## config.mk

```make
export PLATFORM = sky130hd
export DESIGN_NAME = wrs_cfg
export DESIGN_NICKNAME = d
export VERILOG_FILES = /design/src/hw/rtl/assert_macros.svh /design/src/hw/rtl/wrs_pkg.sv /design/src/hw/rtl/wrs_cfg.sv
export SDC_FILE = /design/constraint.sdc
export NUM_CORES = 1
export LEC_CHECK = 0
export BUFFER_PORTS_ARGS = -buffer_cell sky130_fd_sc_hd__buf_4
export CAP_MARGIN = 0
export CORE_MARGIN = 5
export CORE_UTILIZATION = 40
export DETAILED_ROUTE_END_ITERATION = 12
export SLEW_MARGIN = 20
export SYNTH_ARGS = -nofsm -noshare
export SYNTH_HDL_FRONTEND = slang
export SYNTH_SLANG_ARGS = --single-unit
```

## constraint.sdc

```tcl
create_clock -name clk -period 1.5 [get_ports clk]
set_clock_uncertainty 0.1 [all_clocks]
set_input_delay 0.075 -clock clk [delete_from_list [all_inputs] [get_ports clk]]
set_output_delay 0.075 -clock clk [all_outputs]
set_load 0.1 [all_outputs]
```

## src/hw/rtl/assert_macros.svh

```systemverilog
// Assertion macros shared by the cushion rebound RTL.
// Each file that checks itself includes this header; a synthesis build
// defines SYNTHESIS and the macros expand to nothing.
`ifndef ASSERT_MACROS_SVH
`define ASSERT_MACROS_SVH
`ifndef SYNTHESIS
`define ASSERT_PROP(label, prop, msg) \
  label: assert property (@(posedge clk) disable iff (rst) prop) else $error(msg);
`define ASSERT_NEVER(label, expr, msg) \
  label: assert property (@(posedge clk) disable iff (rst) !(expr)) else $error(msg);
`else
`define ASSERT_PROP(label, prop, msg)
`define ASSERT_NEVER(label, expr, msg)
`endif
`endif

```

## src/hw/rtl/wrs_pkg.sv

```systemverilog
// Types and constants for the cushion rebound block.
// Used by the register file, the per-axis pipeline and the top level.
`default_nettype none

package wrs_pkg;

  localparam int DATA_W      = 32;
  localparam int LEN_W       = 20;
  localparam int RADIUS_W    = 16;
  localparam int COEF_W      = 17;
  localparam int CFG_DATA_W  = 20;
  localparam int CFG_INDEX_W = 3;

  typedef enum logic [CFG_INDEX_W-1:0] {
    REG_TABLE_LENGTH      = 3'd0,
    REG_TABLE_WIDTH       = 3'd1,
    REG_RADIUS            = 3'd2,
    REG_BASE_RESTITUTION  = 3'd3,
    REG_SPEED_COEFFICIENT = 3'd4,
    REG_SPIN_TRANSFER     = 3'd5,
    REG_RAIL_FRICTION     = 3'd6
  } cfg_reg_t;

  localparam logic [17:0] E_FLOOR_Q16   = 18'd36045;
  localparam logic [15:0] SPIN_KEEP_Q16 = 16'd42598;
  localparam logic [16:0] ONE_Q16       = 17'd65536;
  localparam logic [17:0] TWO_Q16       = 18'd131072;

  localparam logic signed [DATA_W-1:0] INT32_MAX = 32'sh7FFF_FFFF;
  localparam logic signed [DATA_W-1:0] INT32_MIN = 32'sh8000_0000;

  typedef struct packed {
    logic [LEN_W-1:0]    table_length;
    logic [LEN_W-1:0]    table_width;
    logic [RADIUS_W-1:0] radius;
    logic [COEF_W-1:0]   base_restitution;
    logic [COEF_W-1:0]   speed_coefficient;
    logic [COEF_W-1:0]   spin_transfer;
    logic [COEF_W-1:0]   rail_friction;
  } cfg_t;

  localparam cfg_t CFG_RESET = '{
    table_length:      20'd166461,
    table_width:       20'd83231,
    radius:            16'd1873,
    base_restitution:  17'd61000,
    speed_coefficient: 17'd1000,
    spin_transfer:     17'd655,
    rail_friction:     17'd13107
  };

  // Ball state seen from one axis: normal and tangential components.
  typedef struct packed {
    logic signed [DATA_W-1:0] pos_n;
    logic signed [DATA_W-1:0] pos_o;
    logic signed [DATA_W-1:0] vel_n;
    logic signed [DATA_W-1:0] vel_t;
    logic signed [DATA_W-1:0] spin;
    logic                     hit;
    logic                     sunk;
  } ball_t;

endpackage

`default_nettype wire

```

## src/hw/rtl/wrs_cfg.sv

```systemverilog
// Configuration register file of the cushion rebound block.
// Depends on wrs_pkg for the register layout, indexes and reset values.
`default_nettype none

module wrs_cfg (
  input  logic                                clk,
  input  logic                                rst,
  input  logic                                cfg_valid,
  output logic                                cfg_ready,
  input  logic [wrs_pkg::CFG_INDEX_W-1:0]     cfg_index,
  input  logic [wrs_pkg::CFG_DATA_W-1:0]      cfg_data,
  output wrs_pkg::cfg_t                       regs
);

  assign cfg_ready = 1'b1;

  always_ff @(posedge clk) begin
    if (rst) begin
      regs <= wrs_pkg::CFG_RESET;
    end else if (cfg_valid && cfg_ready) begin
      case (cfg_index)
        wrs_pkg::REG_TABLE_LENGTH:      regs.table_length      <= cfg_data[19:0];
        wrs_pkg::REG_TABLE_WIDTH:       regs.table_width       <= cfg_data[19:0];
        wrs_pkg::REG_RADIUS:            regs.radius            <= cfg_data[15:0];
        wrs_pkg::REG_BASE_RESTITUTION:  regs.base_restitution  <= cfg_data[16:0];
        wrs_pkg::REG_SPEED_COEFFICIENT: regs.speed_coefficient <= cfg_data[16:0];
        wrs_pkg::REG_SPIN_TRANSFER:     regs.spin_transfer     <= cfg_data[16:0];
        wrs_pkg::REG_RAIL_FRICTION:     regs.rail_friction     <= cfg_data[16:0];
        default: begin
        end
      endcase
    end
  end

endmodule

`default_nettype wire

```

Word level (Yosys, flattened, before mapping)
Index checks and enable logic that the tools add are counted.
- equal/unequal tests: 6
- reduce and logical (&&, ||, !) cells: 8
- operators by type and width (operator ; count):
    $reduce_and 2->1 ; 7
    $eq 3x3->1 const B ; 3
    $eq 3x2->1 const B ; 2
    $eq 3x1->1 const B ; 1
    $logic_not 3->1 ; 1
- flip-flop bits (word level): 124
- input port bits: 26
- logic and storage cells: 21

Logic depth before layout (Yosys ltp)
Gate-level depths: netlist of the first run.
- depth after elaboration: 2
- depth in mapped cells: 5
- gate-level depth less buffers: 2

Least setup slack after synthesis of the first run
Ideal clock, no wire load.
- kind: flip-flop to flip-flop
- start point: register regs[0] (netlist name)
- end point: register regs[0] (netlist name)
- setup time: 0.072 ns
- data arrival time: 1.166 ns
- required time: 1.328 ns
- path slack: 0.162 ns
- cell stages (with the launch flop): 3
- path through: dfxtp_1 -> nor2_1 -> mux2i_1
- RTL lines (element ; line ; RTL):
    end signal: assignment ; wrs_cfg.sv:19 ; regs <= wrs_pkg::CFG_RESET;
    end: declaration ; wrs_cfg.sv:12 ; output wrs_pkg::cfg_t regs

Final worst setup path of the first run
- start point: register regs[117] (netlist name)
- end point: output port regs[117] (netlist name)
No word-level cell between the ends.

==> results.json, run 1 <==
{
  "status": "finished, final reports clean",
  "totalPowerFinal_uw": 8450,
  "combPwrFrac_pct": 13.6,
  "top_register": "regs",
  "floorplan.initialDensity_pct": 40.6,
  "fillers": 1066,
  "start_kind": "register",
  "wirelength_um": 14100,
  "path_cells": "buf_4",
  "p_clk_share_pct": 46.0,
  "drtAntennaViolNets": 0,
  "grt_pass1_wl_um": 21800,
  "crit_slowest_cell": "dfxtp_1",
  "fin_crit_ns": 1.28,
  "finalHoldViolations": 0,
  "dieArea_um2": 14500,
  "die_h_um": 120,
  "drc": 0,
  "largestRegisters": "regs x124",
  "final_nets": 657,
  "fin_ws_ns": 0.217,
  "setup_viol": 0,
  "pre_cts_ws_ns": 0.169,
  "grt_overflow": 0,
  "coreArea_um2": 12000,
  "min-delay-start": "rst",
  "fmax_ghz": 0.779,
  "maxCapViolCount": 0,
  "swShare_pct": 28.2,
  "dp_hpwl_um": 10100,
  "largest_register_ffs": 124,
  "path_buf_inv": 1,
  "die_x_um": 120,
  "finalCritPeriodShare_pct": 85.5,
  "syn_inst": 460,
  "portBuffers": 149,
  "grt_pass1_vias": 3875,
  "cts.sinks": 124,
  "vdd.ir_drop.worst_mv": 0.562,
  "p_int_uw": 6070,
  "drt-initial-drc-count": 183,
  "critPathKind": "reg2out",
  "num_io_pins": 151,
  "vias": 3771,
  "report.final.slew_viol_count": 0,
  "yosys_warnings": 0,
  "avgSynthCellArea_um2": 10.6,
  "rows": 40,
  "cts_hold_buf": 20,
  "avgRoutedWirePerCell_um": 17.8,
  "cts_root_buf": "clkbuf_16",
  "grt_setup_unrepaired": "no",
  "r2r-start": "regs[35]",
  "antenna_found_initial": 0,
  "drive_above_1_share_pct": 31.8,
  "cts_buffer_depth": 2,
  "area_growth_pct": 43.5,
  "cpPeakStageDelay_ns": 0.38,
  "cp.arrival_ns": 1.11,
  "hp-class": "in2reg",
  "critPathTopFamily": "flip-flops",
  "syn_nets": 486,
  "numCtsBuffers": 17,
  "net-switching-power_uw": 2380,
  "gp_congestion": 0.782,
  "seq_area_frac_synth_pct": 51.1,
  "cts_resized": 0,
  "finalSetupTns_ns": 0,
  "synth.distinct_cells": 16,
  "clock_latency_ns": 0.41,
  "cp-end-kind": "output pin",
  "cp_max_fo": 2,
  "synth.cell_area_um2": 4860,
  "ys_seq_elements": 124,
  "seq_power_share_pct": 40.4,
  "critPathRequiredTime_ns": 1.32,
  "antennaDiodeCount": 0,
  "htree_levels": 4,
  "cts_tree": "yes",
  "clk_pin_slew_ns": 0.05,
  "avgViaCountPerCell": 4.77,
  "p_per_area_nw_per_um2": 1210,
  "grt_max_degree": 45,
  "post-cts-setup-buffers": 0,
  "startpoint": "regs[117]",
  "firstDrtPassIters": 4,
  "track_usage_pct": 19.8,
  "leakagePower_uw": 0.00334
}
[power groups by stage]
stage          sequential (µW)  combinational, µW  clock, µW
3_3_place_gp              3480               1100          0
5_1_grt                   3420               1200       4110
4_1_cts                   3410               1160       3960
3_5_place_dp              3480               1110          0
6_report                  3410               1150       3880
2_1_floorplan             4000                290          0
[synth_stat cells (all sizes together)]
| library cell | number | area [µm²] |
|---|---|---|
| and4b | 1 | 10.0 |
| and4bb | 1 | 12.5 |
| buf | 18 | 111 |
| clkbuf | 20 | 75.1 |
| conb | 1 | 3.75 |
| dfxtp | 124 | 2480 |
| mux2i | 124 | 1240 |
| nand2b | 92 | 576 |
| nand4b | 3 | 26.3 |
| nand4bb | 2 | 22.5 |
| nor2 | 70 | 263 |
| nor4b | 1 | 8.76 |
| nor4bb | 2 | 20.0 |
| or4b | 1 | 10.0 |
[stage by stage]
step | std cells | instance area (µm²) | utilization (%) | hold slack, ns
after detailed placement | 739 | 6210 | 51.9 | 0.252
final | 791 | 6980 | 58.3 | 0.0256
after CTS | 791 | 6980 | 58.3 | 0.00818
after floorplan | 460 | 4860 | - | 0.130
after global placement | 739 | 6210 | 51.9 | 0.250
after global routing | 791 | 6980 | 58.3 | 0.0320
[per-layer routing]
layer	track usage (%)	share of wire [%]
met1	25.5	46
met2	31.4	46
met3	7.11	7.9
met4	5.81	0.88
met5	0	0
[worst paths after layout]
kind,endpoint,slack (ns),depth (start not counted)
max reg2reg,regs[35],0.72,2
max,regs[117],0.22,1
min,regs[66],0.03,3
min reg2reg,regs[71],0.37,2
[cell type report]
cell class / instances / area, µm² / area share (%)
repair buffers: 190 / 1530 / 21.9
clock inverters: 13 / 119 / 1.70
flip-flops and latches: 124 / 2480 / 35.6
well taps: 147 / 184 / 2.64
clock buffers: 19 / 453 / 6.49
multi-input cells: 298 / 2210 / 31.7
[worst register-to-register path, stage by stage (launching register included)]
cell      delay [ns]
dfxtp_1         0.38
nand2b_1        0.08
mux2i_1         0.15
[cell families (layout without fill, tap and decap cells)]
kind of cell	count (synthesis)	after routing	synth area share, %
multiplexers	124	124	25.5
flip-flops	124	124	51.1
buffers and inverters	38	222	3.83
AND/OR/NAND/NOR	173	173	19.5
other	1	1	0.0771
[layout by cell type, fill, tap and decap left out]
master	netlist	layout
nand4b_1	3	3
clkinv_4	0	4
mux2i_1	124	124
bufinv_16	0	1
clkinv_2	0	3
inv_6	0	1
nor4bb_4	0	1
or4b_1	1	1
clkbuf_8	0	2
clkbuf_16	0	17
nand2b_1	92	92
and4b_1	1	1
nor4b_2	0	1
and4bb_2	1	1
dfxtp_1	124	124
clkinvlp_4	0	4
nor4bb_1	2	1
buf_12	0	4
buf_4	6	166
nand4bb_1	2	2
nor2_1	70	70
dlygate4sd3_1	0	20
conb_1	1	1
Note: power is estimated with default switching activity, not from simulation.
==> run 2, diff against run 1 <==
clock period = 1.2 ns   (was 1.5 ns; I/O delays follow)
==> run 2 against run 1 <==
  * Highest routed layer unchanged
  * First-iteration DRC count fell by 5.5%
  * Via count grew 2.1%
  * Setup slack worse by 0.18 ns
  * Combinational power rose by 33%
  * Power up 29%
  * Sequential cell count stayed put
  * Routed wire length is 0.81% lower
  * Sequential power grew 26%
  * Largest power group unchanged
  * Hold slack worse by 0.0032 ns
  * Critical endpoint is now regs[79]
==> results.json, run 2 (synthesis results as in run 1) <==
{
  "antennaDiodeCount": 0,
  "cp-end-kind": "output pin",
  "cts_buffer_depth": 2,
  "drtAntennaViolNets": 0,
  "largest_register_ffs": 124,
  "top_register": "regs",
  "wirelength_um": 14000,
  "ff2ff_path_depth": 2,
  "crit_slowest_cell": "dfxtp_2",
  "path_depth": 1,
  "net-switching-power_uw": 2820,
  "clk_pin_slew_ns": 0.05,
  "hp-class": "in2reg",
  "die_x_um": 120,
  "largestRegisters": "regs x124",
  "p_per_area_nw_per_um2": 1410,
  "whs_ns": 0.0224,
  "seq_power_share_pct": 39.5,
  "p_clk_share_pct": 46.5,
  "place_area_um2": 6480,
  "critPathKind": "reg2out",
  "r2r-start": "regs[113]",
  "critPathTopFamily": "flip-flops",
  "swShare_pct": 25.8,
  "finalCritPeriodShare_pct": 96.8,
  "setup_viol": 0,
  "gp_congestion": 0.799,
  "avgRoutedWirePerCell_um": 17.5,
  "grt_pass1_wl_um": 21700,
  "vdd.ir_drop.worst_mv": 0.904,
  "critPathRequiredTime_ns": 1.04,
  "avgViaCountPerCell": 4.81,
  "numCtsBuffers": 17,
  "drc": 0,
  "drive_above_1_share_pct": 51.7,
  "htree_levels": 4,
  "drt-initial-drc-count": 173,
  "cts_root_buf": "clkbuf_16",
  "startpoint": "regs[79]",
  "final_util_pct": 64.8,
  "rrSetupSlack_ns": 0.46,
  "grt_pass1_vias": 3940,
  "dieArea_um2": 14500,
  "final_cell_mix": "124 x mux2i_1, 124 x dfxtp_2, 123 x buf_6, 92 x nand2b_1, 70 x nor2_1",
  "area_growth_pct": 59.3,
  "firstDrtPassIters": 4,
  "start_kind": "register",
  "finalHoldViolations": 0,
  "grt_overflow": 0,
  "path_buf_inv": 1,
  "fin_area_um2": 7750,
  "clock_latency_ns": 0.40,
  "dp_hpwl_um": 9910,
  "grt_setup_unrepaired": "no",
  "coreArea_um2": 12000,
  "timing.rr.end": "regs[113]",
  "portBuffers": 149,
  "cts.sinks": 124,
  "status": "finished, final reports clean",
  "die_h_um": 120,
  "endpoint": "regs[79]",
  "cp.arrival_ns": 1.00,
  "num_io_pins": 151,
  "path_cells": "buf_4",
  "final_nets": 668,
  "vias": 3850,
  "track_usage_pct": 19.8,
  "rows": 40,
  "fin_crit_ns": 1.16,
  "p_int_uw": 8090,
  "antenna_found_initial": 0,
  "report.final.slew_viol_count": 0,
  "maxCapViolCount": 0,
  "leakagePower_uw": 0.00360,
  "cpPeakStageDelay_ns": 0.32,
  "floorplan.initialDensity_pct": 40.6,
  "cp_max_fo": 2,
  "fmax_ghz": 0.860,
  "cts_tree": "yes",
  "combPwrFrac_pct": 14.0,
  "grt_max_degree": 31
}
run 2: cell types whose count changed in the layout (fill, tap and decap cells not counted), sizes merged, moves of 2 or more:
cell | previous run | this run
buf | 170 | 180
clkbuf | 19 | 24
clkinv | 7 | 5
clkinvlp | 4 | 0
run 2: worst min-delay path by stage:
stage	from	end	slack (ns)	cells past startpoint
CTS	rst	regs[21]	0.004	3
floorplan	cfg_data[17]	regs[101]	0.11	2
global placement	cfg_data[12]	regs[12]	0.22	3
global route	rst	regs[21]	0.02	3
finish	rst	regs[21]	0.02	3
detailed placement	cfg_data[15]	regs[119]	0.25	3
run 2: area by class of cell:
cell class | instances | area [µm²]
clock buffer | 24 | 512
clock inverter | 7 | 85.1
fill | 970 | 4210
multi-input combinational | 298 | 2220
sequential | 124 | 2640
tap | 147 | 184
timing repair buffer | 201 | 2110
run 2: stage by stage:
stage / TNS [ns] / power (µW) / setup slack, ns / instances
floorplan: -0.0267 / 5400 / -0.0116 / 460
global placement: -0.913 / 5790 / -0.0657 / 749
detailed placement: -1.18 / 5800 / -0.0783 / 749
CTS: 0 / 11000 / 0.000108 / 801
global route: 0 / 11300 / 0.00155 / 801
finish: 0 / 10900 / 0.0378 / 801
run 2: tightest hold or removal path: cells and delay by family:
family	cells	cell delay (ns)
buffers and inverters	1	0.22
and+or+nand+nor	1	0.14
muxes	1	0.06
run 2: power groups by stage:
| stage | Combinational (µW) | Clock (µW) | Sequential (µW) |
|---|---|---|---|
| floorplan | 367 | 0 | 5030 |
| global placement | 1420 | 0 | 4370 |
| detailed placement | 1420 | 0 | 4370 |
| CTS | 1510 | 5160 | 4300 |
| global route | 1600 | 5410 | 4310 |
| finish | 1530 | 5070 | 4310 |
run 2: routing by layer:
layer | global-route usage [%] | part of all wire, %
met5 | 0 | 0
met1 | 25.4 | 44
met3 | 7.76 | 7.8
met4 | 5.74 | 0.72
met2 | 30.8 | 47
run 2: timing repair:
| item | CTS | global route |
|---|---|---|
| endpoints found under the setup margin | 58 | 65 |
| buffers inserted | 0 | 0 |
| hold buffers | 21 | 0 |
| endpoints found under the hold margin | 86 | 0 |
| gates resized for setup | 58 | 65 |
